**src/rtl/core/spwm_pkg.sv**
```systemverilog
// ----------------------------------------------------------------------------
// Sine PWM package
// Shared types, register indexes, action codes and reset constants for the
// half-wave sinusoidal PWM generator.
// ----------------------------------------------------------------------------
package spwm_pkg;

    // Default build constants.
    localparam int DEF_TABLE_DEPTH = 128;
    localparam int DEF_COUNT_WIDTH = 16;

    // Field widths fixed by the interface.
    localparam int DUTY_W  = 16;
    localparam int STEP_W  = 8;
    localparam int INDEX_W = 7;
    localparam int CFG_W   = 16;

    // Reset values of the configuration registers, derived from the timer
    // clock, the output frequency and the steps in one full sine wave.
    localparam int CLOCK_HZ       = 16000000;
    localparam int OUTPUT_HZ      = 50;
    localparam int STEPS_PER_WAVE = 200;
    localparam logic [15:0] TOP_RESET =
        16'(CLOCK_HZ / (OUTPUT_HZ * STEPS_PER_WAVE));
    localparam logic [7:0] HALF_STEPS_RESET = 8'(STEPS_PER_WAVE / 2);

    // Configuration register indexes.
    localparam logic REG_TOP        = 1'b0;
    localparam logic REG_HALF_STEPS = 1'b1;

    // Input item action codes.
    localparam logic ACT_TICK = 1'b0;
    localparam logic ACT_LOAD = 1'b1;

    // Input item.
    typedef struct packed {
        logic               action;
        logic [INDEX_W-1:0] entry_index;
        logic [DUTY_W-1:0]  entry_value;
    } spwm_in_t;

    // Result item.
    typedef struct packed {
        logic              pwm_a;
        logic              pwm_b;
        logic              driving_b;
        logic [STEP_W-1:0] step_now;
    } spwm_out_t;

endpackage

```
**src/rtl/core/sine_pwm_half_wave_generator.sv**
```systemverilog
// ----------------------------------------------------------------------------
// Latency: a result is valid in the cycle after its item is accepted.
// Throughput: one item per cycle; the result register frees s_ready whenever
// it is empty or being taken in the same cycle.
// Reset (aresetn low, synchronous): timer, duties, step index, flip and leg
// clear, top and half_steps return to 1600 and 100; table contents are kept.
// ----------------------------------------------------------------------------
// Sine PWM half-wave generator
// Two-leg inverter SPWM: a timer with programmable top, a half-sine duty
// table in RAM, and a driven leg that alternates on every half wave.
// ----------------------------------------------------------------------------
module sine_pwm_half_wave_generator #(
    parameter int TABLE_DEPTH = spwm_pkg::DEF_TABLE_DEPTH,
    parameter int COUNT_WIDTH = spwm_pkg::DEF_COUNT_WIDTH
) (
    input  logic                           aclk,
    input  logic                           aresetn,
    // Configuration write port
    input  logic                           cfg_we,
    input  logic                           cfg_index,
    input  logic [spwm_pkg::CFG_W-1:0]     cfg_wdata,
    // Input channel
    input  logic                           s_valid,
    output logic                           s_ready,
    input  spwm_pkg::spwm_in_t             s_data,
    // Result channel
    output logic                           m_valid,
    input  logic                           m_ready,
    output spwm_pkg::spwm_out_t            m_data
);

    localparam int AW    = $clog2(TABLE_DEPTH);
    localparam int CW    = COUNT_WIDTH;
    localparam int CMP_W = (COUNT_WIDTH > spwm_pkg::DUTY_W) ? COUNT_WIDTH : spwm_pkg::DUTY_W;
    localparam int SW    = spwm_pkg::STEP_W;
    localparam int DW    = spwm_pkg::DUTY_W;

    // Configuration registers.
    logic [15:0]  top_reg;
    logic [7:0]   half_steps_reg;

    // Waveform state.
    logic [CW-1:0] timer_reg,       timer_next;
    logic [DW-1:0] duty_active_reg, duty_active_next;
    logic          buf_valid_reg,   buf_valid_next;
    logic [SW-1:0] step_reg,        step_next;
    logic          flip_reg,        flip_next;
    logic          leg_b_reg,       leg_b_next;

    // Result register.
    logic                m_valid_reg;
    spwm_pkg::spwm_out_t m_data_reg, m_data_next;

    logic          accept;
    logic          tick;
    logic          load;
    logic          wrap;
    logic          wrap_tick;
    logic          load_in_range;
    logic          rd_in_range;
    logic [SW-1:0] rd_index;
    logic          leg_wrap;
    logic          flip_wrap;
    logic [DW-1:0] table_rdata;
    logic          high;

    assign s_ready   = !m_valid_reg || m_ready;
    assign accept    = s_valid && s_ready;
    assign tick      = accept && (s_data.action == spwm_pkg::ACT_TICK);
    assign load      = accept && (s_data.action == spwm_pkg::ACT_LOAD);
    assign wrap      = CMP_W'(timer_reg) >= CMP_W'(top_reg);
    assign wrap_tick = tick && wrap;

    // Loads beyond the table depth are dropped.
    assign load_in_range = 32'(s_data.entry_index) < TABLE_DEPTH;

    // Overflow step: flip the leg if armed, else wrap the index at the half wave.
    always_comb begin
        leg_wrap  = leg_b_reg;
        flip_wrap = flip_reg;
        rd_index  = step_reg;
        if (flip_reg) begin
            leg_wrap  = !leg_b_reg;
            flip_wrap = 1'b0;
        end else if (step_reg >= half_steps_reg) begin
            rd_index  = '0;
            flip_wrap = 1'b1;
        end
    end

    assign rd_in_range = 32'(rd_index) < TABLE_DEPTH;

    // Half-sine duty table; the entry read at one wrap is applied at the next.
    spwm_ram #(
        .WIDTH (DW),
        .DEPTH (TABLE_DEPTH)
    ) u_table (
        .aclk  (aclk),
        .we    (load && load_in_range),
        .waddr (AW'(s_data.entry_index)),
        .wdata (s_data.entry_value),
        .re    (wrap_tick),
        .raddr (AW'(rd_index)),
        .rdata (table_rdata)
    );

    // Next state for a tick.
    always_comb begin
        timer_next       = timer_reg;
        duty_active_next = duty_active_reg;
        buf_valid_next   = buf_valid_reg;
        step_next        = step_reg;
        flip_next        = flip_reg;
        leg_b_next       = leg_b_reg;
        if (tick) begin
            if (wrap) begin
                timer_next       = '0;
                duty_active_next = buf_valid_reg ? table_rdata : '0;
                buf_valid_next   = rd_in_range;
                step_next        = rd_index + SW'(1);
                flip_next        = flip_wrap;
                leg_b_next       = leg_wrap;
            end else begin
                timer_next = timer_reg + CW'(1);
            end
        end
    end

    // Pin levels from the state after this item.
    assign high = (timer_next == '0) || (CMP_W'(timer_next) < CMP_W'(duty_active_next));

    always_comb begin
        m_data_next.pwm_a     = !leg_b_next && high;
        m_data_next.pwm_b     = leg_b_next && high;
        m_data_next.driving_b = leg_b_next;
        m_data_next.step_now  = step_next;
    end

    // Configuration registers.
    always_ff @(posedge aclk) begin
        if (!aresetn) begin
            top_reg        <= spwm_pkg::TOP_RESET;
            half_steps_reg <= spwm_pkg::HALF_STEPS_RESET;
        end else if (cfg_we) begin
            case (cfg_index)
                spwm_pkg::REG_TOP: begin
                    top_reg <= cfg_wdata;
                end
                spwm_pkg::REG_HALF_STEPS: begin
                    half_steps_reg <= cfg_wdata[7:0];
                end
                default: begin
                end
            endcase
        end
    end

    // Waveform state registers.
    always_ff @(posedge aclk) begin
        if (!aresetn) begin
            timer_reg       <= '0;
            duty_active_reg <= '0;
            buf_valid_reg   <= 1'b0;
            step_reg        <= '0;
            flip_reg        <= 1'b0;
            leg_b_reg       <= 1'b0;
        end else begin
            timer_reg       <= timer_next;
            duty_active_reg <= duty_active_next;
            buf_valid_reg   <= buf_valid_next;
            step_reg        <= step_next;
            flip_reg        <= flip_next;
            leg_b_reg       <= leg_b_next;
        end
    end

    // Result register and its valid flag.
    always_ff @(posedge aclk) begin
        if (!aresetn) begin
            m_valid_reg <= 1'b0;
        end else if (accept) begin
            m_valid_reg <= 1'b1;
        end else if (m_ready) begin
            m_valid_reg <= 1'b0;
        end
    end

    always_ff @(posedge aclk) begin
        if (accept) begin
            m_data_reg <= m_data_next;
        end
    end

    assign m_valid = m_valid_reg;
    assign m_data  = m_data_reg;

`ifndef SYNTHESIS
    // The driven leg changes only on a wrap with a flip armed.
    assert property (@(posedge aclk) disable iff (!aresetn)
        ($past(aresetn) && (leg_b_reg != $past(leg_b_reg)))
            |-> ($past(wrap_tick) && $past(flip_reg)))
        else $error("leg changed without an armed flip at a wrap");

    // A wrap with a flip armed always disarms it.
    assert property (@(posedge aclk) disable iff (!aresetn)
        (wrap_tick && flip_reg) |=> !flip_reg)
        else $error("flip stayed armed after it was taken");

    // The active duty changes only at a wrap.
    assert property (@(posedge aclk) disable iff (!aresetn)
        ($past(aresetn) && (duty_active_reg != $past(duty_active_reg)))
            |-> $past(wrap_tick))
        else $error("active duty changed outside a wrap");
`endif

endmodule

```
**src/rtl/core/spwm_ram.sv**
```systemverilog
// ----------------------------------------------------------------------------
// Sine PWM table RAM
// Generic single-port-write, single-port-read RAM with a registered read.
// ----------------------------------------------------------------------------
module spwm_ram #(
    parameter int WIDTH = 16,
    parameter int DEPTH = 128,
    localparam int AW = $clog2(DEPTH)
) (
    input  logic             aclk,
    input  logic             we,
    input  logic [AW-1:0]    waddr,
    input  logic [WIDTH-1:0] wdata,
    input  logic             re,
    input  logic [AW-1:0]    raddr,
    output logic [WIDTH-1:0] rdata
);

    logic [WIDTH-1:0] mem_reg [DEPTH];
    logic [WIDTH-1:0] rdata_reg;

    // Write port and registered read port.
    always_ff @(posedge aclk) begin
        if (we) begin
            mem_reg[waddr] <= wdata;
        end
        if (re) begin
            rdata_reg <= mem_reg[raddr];
        end
    end

    assign rdata = rdata_reg;

endmodule
```
**config.mk**
```make
export PLATFORM = sky130hd
export DESIGN_NAME = sine_pwm_half_wave_generator
export DESIGN_NICKNAME = d
export VERILOG_FILES = /design/src/rtl/core/spwm_pkg.sv /design/src/rtl/core/sine_pwm_half_wave_generator.sv /design/src/rtl/core/spwm_ram.sv
export SDC_FILE = /design/constraint.sdc
export NUM_CORES = 2
export LEC_CHECK = 0
export BUFFER_PORTS_ARGS = -buffer_cell sky130_fd_sc_hd__buf_2
export CORE_ASPECT_RATIO = 1.25
export CORE_MARGIN = 8
export CORE_UTILIZATION = 35
export CTS_BUF_LIST = sky130_fd_sc_hd__clkbuf_16
export DETAILED_ROUTE_END_ITERATION = 8
export HOLD_SLACK_MARGIN = 0.1
export PLACE_DENSITY = 0.57
export SLEW_MARGIN = 20
export SYNTH_ARGS = -nofsm -noshare
export SYNTH_HDL_FRONTEND = slang
export SYNTH_HIERARCHICAL = 1
export SYNTH_SLANG_ARGS = --single-unit
```
**constraint.sdc**
```tcl
create_clock -name aclk -period 5.3 [get_ports aclk]
set_clock_uncertainty 0.2 [all_clocks]
set_input_delay 1.06 -clock aclk [delete_from_list [all_inputs] [get_ports aclk]]
set_output_delay 1.06 -clock aclk [all_outputs]
set_load 0.005 [all_outputs]
```
==> impl_metrics.json <==
{
  "status": "complete, no violations",
  "leakage_nw": 29.2,
  "drtIter0Drc": 3907,
  "yosysSeqAreaShare": 0.766,
  "drc_errors": 0,
  "critPathLaunchType": "flop",
  "floorplan.initialDensity": 0.351,
  "hold_class": "input port to flop",
  "cp_top_family": "multiplexers",
  "final-seq-area_mm2": 0.0637,
  "cp.required_ns": 5.69,
  "core_mm2": 0.237,
  "placed_cells": 6886,
  "synth_cells": 3594,
  "nets": 4048,
  "hold_viol": 0,
  "crit_arrival_ns": 5.49,
  "cts.sinks": 2143,
  "grt_max_degree": 86,
  "slew_violations": 0,
  "place_congestion": 0.773,
  "final_cell_count_no_fill": 7263,
  "syn_area_mm2": 0.0832,
  "grt_use_total": 0.166,
  "dieArea_mm2": 0.254,
  "crit_fanout": 17,
  "fp.dieH_um": 561,
  "r2r_setup_slack_ns": 0.21,
  "cts_buffer_depth": 4,
  "max_freq_mhz": 196,
  "drtAntennaViolNets": 0,
  "postCtsResizedCells": 0,
  "grt_pass1_vias": 40400,
  "synth_edf_count": 2075,
  "clk_pin_slew_ns": 0.06,
  "tightest_slew_ns": 1.04,
  "synth_cell_types": 61,
  "area_delta_synth_final_pct": 15.4,
  "peakVddDrop_v": 0.000232,
  "htreeDepth": 4,
  "hold_buffers": 0,
  "drive_above_1_share": 0.341,
  "synthArstFlopShare": 0,
  "ios": 59,
  "ys_ff_latch": 2143,
  "synth_fp_nets": 3681,
  "wirelength_um": 215000,
  "post-route-period-util": 0.961,
  "overflow": 0,
  "dpl.hpwl_um": 134000,
  "min_period_ns": 5.09,
  "crit_buf_inv": 4,
  "cp_slowest_cell": "mux4_2",
  "cts_tree": "built",
  "cts-root-buf": "clkbuf_16",
  "crit_chain": "inv_1 -> ha_1 -> nand2b_1 -> a21o_1 -> a21oi_1 -> o21ai_0 -> o41a_1 -> nor2_4 -> buf_12 -> buf_12 -> buf_4 -> mux4_2 -> mux4_2 -> mux4_2 -> mux2_2",
  "fin_setup_tns_ns": 0,
  "crit_type": "flop to flop",
  "final_area_mm2": 0.0960,
  "avgViaCountPerCell": 5.39,
  "slew_headroom": 0.304,
  "antenna_found_initial": 19,
  "cts_made_buffers": 204,
  "fillers": 20500,
  "post_cts_buffers": 0,
  "hold_slack_ns": 0.251,
  "die_x_um": 452,
  "largest_register_ffs": 2048,
  "cap_violations": 0,
  "pre_cts_slack_ns": 0.165,
  "setup_ws_ns": 0.205,
  "insertion_delay_ns": 0.85,
  "synth_warnings": 6,
  "port_buffers": 58,
  "place_area_mm2": 0.0895,
  "first_pass_iters": 7,
  "rsz0062_at_grt": "false",
  "power_density_mw_per_mm2": 347,
  "setup_viol": 0,
  "routedWlPerCell_um": 29.7,
  "rows": 200,
  "cp-end-kind": "flop",
  "syn_area_per_cell_um2": 23.1,
  "crit_path_max_incr_delay_ns": 0.61,
  "multiInputGateArea_mm2": 0.0188,
  "crit_top_cell": "mux4_2",
  "num_vias": 39200,
  "ys.flop_type": "edfxtp_1",
  "grt_pass1_wl_um": 306000
}
## metal layers
layer | up-vias | global-route usage | share of wire
li1 | 16000 | - | -
met1 | 21600 | 0.212 | 0.39
met2 | 1212 | 0.301 | 0.53
met3 | 299 | 0.0213 | 0.055
met4 | 2 | 0.0421 | 0.026
met5 | - | 0 | 0.000060
## per-stage QoR
| stage | total power, mW | utilization |
|---|---|---|
| floorplan | 19.1 | - |
| global route | 34.2 | 0.405 |
| detailed placement | 19.4 | 0.378 |
| finish | 33.3 | 0.405 |
| CTS | 33.6 | 0.405 |
| global placement | 19.4 | 0.378 |
## tightest hold or removal path, stage by stage
cell      delay, ns
buf_2          0.07
nand2_1        0.04
o211ai_1       0.08
## cell usage after synthesis (23+ instances only)
cell type	number	area (µm²)
edfxtp_1	2075	62300
mux4_2	672	15100
nor2_1	160	601
clkbuf_1	93	349
nand2_1	75	282
dfxtp_1	68	1360
buf_2	57	285
ha_1	41	513
buf_1	29	109
nor2b_1	29	181
and3_1	26	163
inv_1	25	93.8
and2_1	23	144
nand3_1	23	115
## final timing paths
path | from | endpoint | cells past startpoint
worst max register to register | step_reg[0] | u_table/rdata[12] | 15
worst max-delay path | step_reg[0] | u_table/rdata[12] | 15
worst min-delay path | cfg_wdata[10] | top_reg[10] | 3
worst min register to register | top_reg[7] | top_reg[7] | 2
## cell families after synthesis
logic type / synth area share
compound gates: 0.00916
xor+xnor: 0.00167
fa+ha+maj: 0.00617
buf+inv: 0.0109
flops: 0.766
mux: 0.184
simple gates: 0.0223
## cell usage in the layout, fill, tap and decap left out, types with 42 or more instances in the layout
cell type,synthesis,final
edfxtp_1,2075,2075
mux4_2,672,672
buf_4,3,258
clkbuf_16,0,206
nor2_1,160,109
nand2_1,75,75
dfxtp_1,68,68
inv_1,25,67
nor2_2,1,51
buf_12,0,46
clkinv_1,0,45
buf_2,57,42
## layout make-up
cell class,instances,share of cell area
Clock buffer,206,0.0537
Tap cell,3131,0.0408
Antenna cell,14,0.000365
Clock inverter,157,0.0129
Inverter,28,0.00110
Sequential cell,2143,0.663
Multi-Input combinational cell,1238,0.196
Timing Repair Buffer,346,0.0320
## power breakdown
part / switching [mW] / internal [mW] / leakage (nW)
clock network: 6.25 / 7.97 / 3.30
registers: 0.0111 / 18.6 / 19.2
logic: 0.378 / 0.0725 / 6.67
Power figures use the tool's default switching activity.
